File: src/dbums_pkg.sv
// Package with the types and fixed widths that the diagonal band scan shares.
`default_nettype none

package dbums_pkg;

    localparam int GROUP_W    = 4;
    localparam int NUM_GROUPS = 1 << GROUP_W;
    localparam int SCORE_W    = 8;
    localparam int NUM_FIELDS = 8;

    // One request: a group of diagonals at one subject row.
    typedef struct packed {
        logic [GROUP_W-1:0]        group;
        logic                      first_row;
        logic                      last_row;
        logic signed [SCORE_W-1:0] score_0;
        logic signed [SCORE_W-1:0] score_1;
        logic signed [SCORE_W-1:0] score_2;
        logic signed [SCORE_W-1:0] score_3;
        logic signed [SCORE_W-1:0] score_4;
        logic signed [SCORE_W-1:0] score_5;
        logic signed [SCORE_W-1:0] score_6;
        logic signed [SCORE_W-1:0] score_7;
    } t_item;

    // One result: the best scores of a group's lanes.
    typedef struct packed {
        logic [GROUP_W-1:0] out_group;
        logic [SCORE_W-1:0] best_0;
        logic [SCORE_W-1:0] best_1;
        logic [SCORE_W-1:0] best_2;
        logic [SCORE_W-1:0] best_3;
        logic [SCORE_W-1:0] best_4;
        logic [SCORE_W-1:0] best_5;
        logic [SCORE_W-1:0] best_6;
        logic [SCORE_W-1:0] best_7;
    } t_result;

    // Control that every lane sees for an accepted request.
    typedef struct packed {
        logic               upd;
        logic               first;
        logic [GROUP_W-1:0] group;
    } t_lane_ctl;

endpackage

`default_nettype wire

File: src/dbums_if.sv
// Valid/ready channel interfaces for requests and results.
`default_nettype none

interface dbums_item_if
    import dbums_pkg::*;
    ();
    logic  valid;
    logic  ready;
    t_item data;

    modport source (output valid, output data, input ready);
    modport sink   (input valid, input data, output ready);
endinterface

interface dbums_result_if
    import dbums_pkg::*;
    ();
    logic    valid;
    logic    ready;
    t_result data;

    modport source (output valid, output data, input ready);
    modport sink   (input valid, input data, output ready);
endinterface

`default_nettype wire

File: src/diagonal_band_ungapped_max_scan.sv
// Top level of the diagonal band ungapped maximum scan.
//
//  Channel  Direction  Carries
//  i_req    in         group, first_row, last_row and eight signed lane scores
//  o_res    out        out_group and eight saturated best scores (last_row only)
//
// A request is taken in every cycle while the result buffer has a free slot, so the
// sustained rate is one request per cycle. Each lane reads its running and best score
// for the addressed group, updates them and writes them back within the same cycle,
// so a request for the same group may follow in the very next cycle.
// The result of a request with last_row is registered before it appears on o_res.
// Reset clears only the handshake state; the score stores hold nothing defined until a
// group is started with first_row. A stalled o_res fills the second result slot, and
// only then is i_req held off.
`default_nettype none

module diagonal_band_ungapped_max_scan
    import dbums_pkg::*;
#(
    parameter int BAND  = 128,
    parameter int LANES = 8
) (
    input  wire logic      i_clk,
    input  wire logic      i_rst_n,
    dbums_item_if.sink     i_req,
    dbums_result_if.source o_res
);

    logic                               w_fire;
    logic                               w_ready;
    t_lane_ctl                          w_ctl;
    logic [NUM_FIELDS-1:0][SCORE_W-1:0] w_score;
    logic [NUM_FIELDS-1:0][SCORE_W-1:0] w_best;

    // A request is accepted whenever the merging stage still has a free slot.
    assign i_req.ready = w_ready;
    assign w_fire      = i_req.valid && w_ready;

    assign w_ctl.upd   = w_fire;
    assign w_ctl.first = i_req.data.first_row;
    assign w_ctl.group = i_req.data.group;

    assign w_score[0] = i_req.data.score_0;
    assign w_score[1] = i_req.data.score_1;
    assign w_score[2] = i_req.data.score_2;
    assign w_score[3] = i_req.data.score_3;
    assign w_score[4] = i_req.data.score_4;
    assign w_score[5] = i_req.data.score_5;
    assign w_score[6] = i_req.data.score_6;
    assign w_score[7] = i_req.data.score_7;

    // One lane per diagonal of the group; score fields beyond LANES are ignored and
    // their result fields read as zero.
    for (genvar k = 0; k < NUM_FIELDS; k++) begin : g_lane
        if (k < LANES) begin : g_on
            dbums_lane #(
                .BAND     (BAND),
                .LANES    (LANES),
                .LANE_IDX (k)
            ) u_lane (
                .i_clk   (i_clk),
                .i_ctl   (w_ctl),
                .i_score (w_score[k]),
                .o_best  (w_best[k])
            );
        end else begin : g_off
            assign w_best[k] = '0;
        end
    end

    dbums_merge u_merge (
        .i_clk   (i_clk),
        .i_rst_n (i_rst_n),
        .i_push  (w_fire && i_req.data.last_row),
        .i_group (i_req.data.group),
        .i_best  (w_best),
        .o_ready (w_ready),
        .o_res   (o_res)
    );

endmodule

`default_nettype wire

File: src/dbums_lane.sv
// One lane: running and best score store for one diagonal per group, with update logic.
`default_nettype none

module dbums_lane
    import dbums_pkg::*;
#(
    parameter int BAND     = 128,
    parameter int LANES    = 8,
    parameter int LANE_IDX = 0
) (
    input  wire logic                      i_clk,
    input  wire t_lane_ctl                 i_ctl,
    input  wire logic signed [SCORE_W-1:0] i_score,
    output logic [SCORE_W-1:0]             o_best
);

    // Groups whose diagonal for this lane lies inside the band.
    localparam int GLIM   = (BAND - LANE_IDX + LANES - 1) / LANES;
    localparam int ROWS   = (GLIM < NUM_GROUPS) ? GLIM : NUM_GROUPS;
    localparam int ADDR_W = (ROWS > 1) ? $clog2(ROWS) : 1;
    localparam int SUM_W  = SCORE_W + 2;

    logic [SCORE_W-1:0] r_run  [ROWS];
    logic [SCORE_W-1:0] r_best [ROWS];

    logic                    w_in_band;
    logic [ADDR_W-1:0]       w_addr;
    logic [SCORE_W-1:0]      w_run_old;
    logic [SCORE_W-1:0]      w_best_old;
    logic signed [SUM_W-1:0] w_sum;
    logic [SCORE_W-1:0]      n_run;
    logic [SCORE_W-1:0]      n_best;

    assign w_in_band = (int'(i_ctl.group) < GLIM);
    assign w_addr    = i_ctl.group[ADDR_W-1:0];

    always_comb begin
        w_run_old  = i_ctl.first ? '0 : r_run[w_addr];
        w_best_old = i_ctl.first ? '0 : r_best[w_addr];
        w_sum = $signed({2'b00, w_run_old})
              + $signed({{2{i_score[SCORE_W-1]}}, i_score});
        if (w_sum[SUM_W-1]) begin
            n_run = '0;
        end else if (w_sum[SUM_W-2]) begin
            n_run = '1;
        end else begin
            n_run = w_sum[SCORE_W-1:0];
        end
        n_best = (n_run > w_best_old) ? n_run : w_best_old;
    end

    always_ff @(posedge i_clk) begin
        if (i_ctl.upd && w_in_band) begin
            r_run[w_addr]  <= n_run;
            r_best[w_addr] <= n_best;
        end
    end

    assign o_best = w_in_band ? n_best : '0;

endmodule

`default_nettype wire

File: src/dbums_merge.sv
// Merging stage: packs the lanes' best scores into a result and buffers it in two slots.
`default_nettype none

module dbums_merge
    import dbums_pkg::*;
(
    input  wire logic                              i_clk,
    input  wire logic                              i_rst_n,
    input  wire logic                              i_push,
    input  wire logic [GROUP_W-1:0]                i_group,
    input  wire logic [NUM_FIELDS-1:0][SCORE_W-1:0] i_best,
    output logic                                   o_ready,
    dbums_result_if.source                         o_res
);

    t_result r_out;
    t_result r_skid;
    logic    r_out_valid;
    logic    r_skid_valid;
    t_result n_out;
    t_result n_skid;
    logic    n_out_valid;
    logic    n_skid_valid;
    t_result w_new;

    always_comb begin
        w_new.out_group = i_group;
        w_new.best_0    = i_best[0];
        w_new.best_1    = i_best[1];
        w_new.best_2    = i_best[2];
        w_new.best_3    = i_best[3];
        w_new.best_4    = i_best[4];
        w_new.best_5    = i_best[5];
        w_new.best_6    = i_best[6];
        w_new.best_7    = i_best[7];
    end

    always_comb begin
        n_out        = r_out;
        n_skid       = r_skid;
        n_out_valid  = r_out_valid;
        n_skid_valid = r_skid_valid;
        if (!r_out_valid || o_res.ready) begin
            if (r_skid_valid) begin
                n_out        = r_skid;
                n_out_valid  = 1'b1;
                n_skid_valid = 1'b0;
            end else begin
                n_out       = w_new;
                n_out_valid = i_push;
            end
        end else if (i_push) begin
            n_skid       = w_new;
            n_skid_valid = 1'b1;
        end
    end

    always_ff @(posedge i_clk) begin
        if (!i_rst_n) begin
            r_out_valid  <= 1'b0;
            r_skid_valid <= 1'b0;
        end else begin
            r_out_valid  <= n_out_valid;
            r_skid_valid <= n_skid_valid;
        end
        r_out  <= n_out;
        r_skid <= n_skid;
    end

    assign o_ready     = !r_skid_valid;
    assign o_res.valid = r_out_valid;
    assign o_res.data  = r_out;

endmodule

`default_nettype wire

File: src/flat_wrapper.sv
// flat-port wrapper written by rule: the top's interface ports become plain ports
module diagonal_band_ungapped_max_scan_flat import dbums_pkg::*;
#(
    parameter int BAND  = 128,
    parameter int LANES = 8
)
  (i_clk, i_rst_n, i_req_valid, i_req_data, i_req_ready, o_res_valid, o_res_data, o_res_ready);
  dbums_item_if i_req_i ();
  dbums_result_if o_res_i ();
  input  wire logic i_clk;
  input  wire logic i_rst_n;
  input wire logic [$bits(i_req_i.valid)-1:0] i_req_valid;
  input wire logic [$bits(i_req_i.data)-1:0] i_req_data;
  output wire logic [$bits(i_req_i.ready)-1:0] i_req_ready;
  output wire logic [$bits(o_res_i.valid)-1:0] o_res_valid;
  output wire logic [$bits(o_res_i.data)-1:0] o_res_data;
  input wire logic [$bits(o_res_i.ready)-1:0] o_res_ready;
  assign i_req_i.valid = i_req_valid;
  assign i_req_i.data = i_req_data;
  assign i_req_ready = i_req_i.ready;
  assign o_res_valid = o_res_i.valid;
  assign o_res_data = o_res_i.data;
  assign o_res_i.ready = o_res_ready;
  diagonal_band_ungapped_max_scan #(.BAND(BAND), .LANES(LANES)) u_core (.i_clk(i_clk), .i_rst_n(i_rst_n), .i_req(i_req_i), .o_res(o_res_i));
endmodule
File: config.mk
export PLATFORM = sky130hd
export DESIGN_NAME = diagonal_band_ungapped_max_scan_flat
export DESIGN_NICKNAME = d
export VERILOG_FILES = /design/src/dbums_pkg.sv /design/src/dbums_if.sv /design/src/diagonal_band_ungapped_max_scan.sv /design/src/dbums_lane.sv /design/src/dbums_merge.sv /design/src/flat_wrapper.sv
export SDC_FILE = /design/constraint.sdc
export NUM_CORES = 2
export LEC_CHECK = 0
export BUFFER_PORTS_ARGS = -buffer_cell sky130_fd_sc_hd__buf_2
export CAP_MARGIN = 20
export CORE_MARGIN = 2
export CORE_UTILIZATION = 55
export CTS_BUF_LIST = sky130_fd_sc_hd__clkbuf_8
export CTS_CLUSTER_DIAMETER = 200
export CTS_CLUSTER_SIZE = 28
export DETAILED_ROUTE_END_ITERATION = 16
export PLACE_DENSITY = 0.74
export SYNTH_ARGS = -nofsm -noshare
export SYNTH_HDL_FRONTEND = slang
export SYNTH_SLANG_ARGS = --single-unit
export TNS_END_PERCENT = 20
File: constraint.sdc
create_clock -name i_clk -period 12.9 [get_ports i_clk]
set_clock_uncertainty 0.05 [all_clocks]
set_input_delay 2.58 -clock i_clk [delete_from_list [all_inputs] [get_ports i_clk]]
set_output_delay 2.58 -clock i_clk [all_outputs]
set_load 0.01 [all_outputs]
==> summary.txt <==
Status = completed
Actual slew at the worst max-slew pin = 1.228 ns
Initial antenna violation count = 20
1st-pass router iterations = 6
Placed inst area = 0.09317 mm^2
Part of the power in the clock network = 0.190
Area of the core = 0.1624 mm^2
Fillers = 11660
ANT nets after route = 0
Largest family of logic cells by synthesized area = multiplexers
Logic pwr share = 0.170
Nets = 4988
Gpl congestion = 0.8623
Internal power = 10.05 mW
Post-synthesis compound-gate area fraction = 0.05345
Row cnt = 148
Clk pin slew, worst setup/hold paths = 0.17 ns
Peak supply drop = 90.95 uV
Total power = 13.67 mW
Yosys warnings = 0
DR iter-0 viols = 6376
Initial Util = 0.5520
CP required = 13.39 ns
Syn_nets = 4829
Number of synthesized flops with an enable pin = 2184
Area Overhead vs Synth = 5.936%
Biggest area consumer among synthesized cells = edfxtp_1
Worst hold path type = reg2reg
MaxCap Viol Count = 0
Multiplexer area fraction after synthesis = 0.1436
GRT Total Usage = 0.2520
Switching power = 3.622 mW
Vias = 46220
Static Leak = 31.19 nW
Die area = 0.1662 mm^2
Vias in the first global route = 44980
Sequential area share after synthesis = 0.7320
Final Cycle Share = 0.7532
DR vias/cell = 6.633
DPL Wire Length = 116400 um
Final hold violation count = 0
XOR/XNOR Fraction of Synth Area = 0.005038
Final cell count without fillers = 6968
Final setup margin = 3.184 ns
Post-synthesis average cell area = 19.44 um^2
Total grt overflow = 0
Post-synthesis simple-gate area fraction = 0.02861
Clk sinks = 2186
Post-synthesis sequential element count = 2186
CP startpoint kind = input port
Final slew viol count = 0
Post-synth top area share = 0.7316
Hold buffers post-CTS = 0
Ratio of cells with drive above 1 in the final layout = 0.1925
DRC violations left = 0
Post-Synth Adder-Cell Area = 0.02077
Max Clk Rate = 0.1029 GHz
Die Width = 407.7 um
Crit path capture type = flop
Synth top area cells = edfxtp_1 73%, mux4_2 11%, mux2i_1 3.2%
CTS Root Buffer Type = clkbuf_8
Clock Path Buffers = 3
RSZ-0062 raised after global routing = no
Num CTS Buffers = 88
Clk_lat worst skew = 0.89 ns
Syn Std Cell Area = 0.08965 mm^2
Largest net degree at the start of global routing = 103
Post-CTS Setup Bufs = 0
Post-Place Setup Slack = 2.064 ns
PortBufs = 143
Syn Inst Count = 4611
# placed instances = 6803
CTS H-tree lvls = 3
FFs w/ async S/R, synth = 0
Post-synth top flop = edfxtp_1
Setup violators final = 0
Max_slew headroom = 0.1742
Routed WL = 213000 um
Critical path class = in2reg
# resized after CTS = 0
Arr. time, crit path = 10.20 ns
CTS tree = done
CP max FO = 78
IO Pins = 144
Wire per inst = 30.57 um
First-pass GRT wire length = 307500 um
Seq pwr share = 0.641
Minimum clock period = 9.716 ns
Switching share of total power = 0.2648
Final instance area = 0.09497 mm^2
PwrDens = 144.0 mW/mm^2
Die height = 407.7 um
Unique cell type count in the Yosys netlist = 77
-- worst max-delay path, stage by stage --
cell	delay, ns
buf_8	0.54
buf_4	0.69
mux4_2	0.40
mux4_2	0.47
nor2b_1	0.15
ha_1	0.24
inv_1	0.09
fa_1	0.21
nand2b_1	0.14
a21o_1	0.15
a211oi_1	0.09
nor3_1	0.72
nor2_1	0.22
nor2b_1	0.94
ha_1	0.40
nand3_1	0.12
nor2_1	0.06
a32oi_1	0.27
and2_1	0.48
nand2_1	0.21
o22ai_1	0.85
-- layer usage --
metal | track usage | vias up | part of all wire
met3 | 0.03174 | 225 | 0.086
met4 | 0.05204 | 8 | 0.018
met5 | 0 | - | 0.00020
met2 | 0.4086 | 2339 | 0.48
met1 | 0.3734 | 24450 | 0.41
li1 | - | 19200 | -
-- final cells by class --
class	count	area, um^2	share of cell area
flip-flops and latches	2186	65630	0.6910
multi-input cells	2101	22720	0.2392
well taps	2175	2721	0.02866
repair buffers	297	2181	0.02296
clock buffers	89	1225	0.01290
inverters	96	360.3	0.003794
clock inverters	16	115.1	0.001212
diodes	8	20.02	0.0002108
-- kinds of logic (layout without fill, tap and decap cells) --
logic type,after synthesis,in the layout
AND/OR/NAND/NOR,510,510
adder cells (fa/ha/maj),144,144
multiplexers,743,743
XOR/XNOR,49,49
AO/OA/AOI/OAI,655,655
buffers and inverters,324,498
flip-flops,2186,2186
other,0,8
-- synthesized netlist by cell type, drive strengths merged (8+ instances only) --
cell    instances
buf           138
nand2b         17
a31oi          62
mux4          432
inv            95
xnor2          39
and3           19
mux2i         289
nand2         101
nor3           23
edfxtp       2184
o31ai          13
a22o           52
a211o          24
o21bai         13
nand3          45
mux2           22
nor2          138
o221ai         17
o21ai          56
and2           21
nand4          12
a22oi         149
nor2b          84
o22ai          38
a221oi         18
ha            136
o211ai         12
a211oi         37
a21o           26
fa              8
nand3b          8
or3            10
xor2           10
clkbuf         90
or2            13
a21oi          79
o21a            9
o31a            9
-- cell usage in the layout (no fill, tap or decap), types with 14 or more instances in the layout --
master / instances
edfxtp_1: 2184
mux4_2: 432
mux2i_1: 289
a22oi_1: 149
buf_2: 138
ha_1: 136
buf_4: 132
nor2_1: 124
inv_1: 103
nand2_1: 101
clkbuf_8: 89
nor2b_1: 82
a21oi_1: 78
a22o_1: 52
o21ai_0: 49
nand3_1: 45
a31oi_1: 45
o22ai_1: 38
xnor2_1: 36
a211oi_1: 35
a21o_1: 26
a211o_1: 24
mux2_2: 22
buf_12: 20
and3_1: 19
and2_1: 19
nor3_1: 18
a221oi_1: 18
a31oi_2: 17
o221ai_1: 17
nand2b_1: 16
nor2_4: 14
-- per-stage QoR --
| step | TNS [ns] | hold slack [ns] | util |
|---|---|---|---|
| 3_3_place_gp | 0 | 0.4592 | 0.5735 |
| 6_report | 0 | 0.4969 | 0.5848 |
| 4_1_cts | 0 | 0.4978 | 0.5820 |
| 3_5_place_dp | 0 | 0.4688 | 0.5737 |
| 5_1_grt | 0 | 0.5461 | 0.5847 |
| 2_1_floorplan | -122.82 | 0.4484 | - |
-- final timing paths --
path	from	end	slack, ns	cells after the start
min reg2reg	u_core.u_merge.r_skid[65]$_DFFE_PP_	u_core.u_merge.o_res.data[65]$_DFFE_PP_	0.50	2
max	i_req_data[67]	u_core.g_lane[0].g_on.u_lane.r_best[12][3]$_DFFE_PP_	3.18	21
min	u_core.u_merge.r_skid[65]$_DFFE_PP_	u_core.u_merge.o_res.data[65]$_DFFE_PP_	0.50	2
max reg2reg	u_core.g_lane[0].g_on.u_lane.r_run[15][0]$_DFFE_PP_	u_core.g_lane[0].g_on.u_lane.r_best[12][3]$_DFFE_PP_	5.77	19
-- flip-flops by register name (all words and copies together), names as in the netlist --
register	count
u_core.u_merge.r_skid_valid	1
u_core.u_merge.r_skid	68
u_core.g_lane.g_on.u_lane.r_run	1024
u_core.u_merge.o_res.valid	1
u_core.g_lane.g_on.u_lane.r_best	1024
u_core.u_merge.o_res.data	68
-- power by group through the flow --
stage | registers, mW | clock network, mW | logic (mW)
after floorplan | 8.95 | 0 | 1.34
after global placement | 8.93 | 0 | 2.12
after detailed placement | 8.93 | 0 | 2.19
after CTS | 8.78 | 2.64 | 2.20
after global routing | 8.78 | 2.85 | 2.49
final | 8.76 | 2.60 | 2.32
Note: power is estimated with default switching activity, not from simulation.
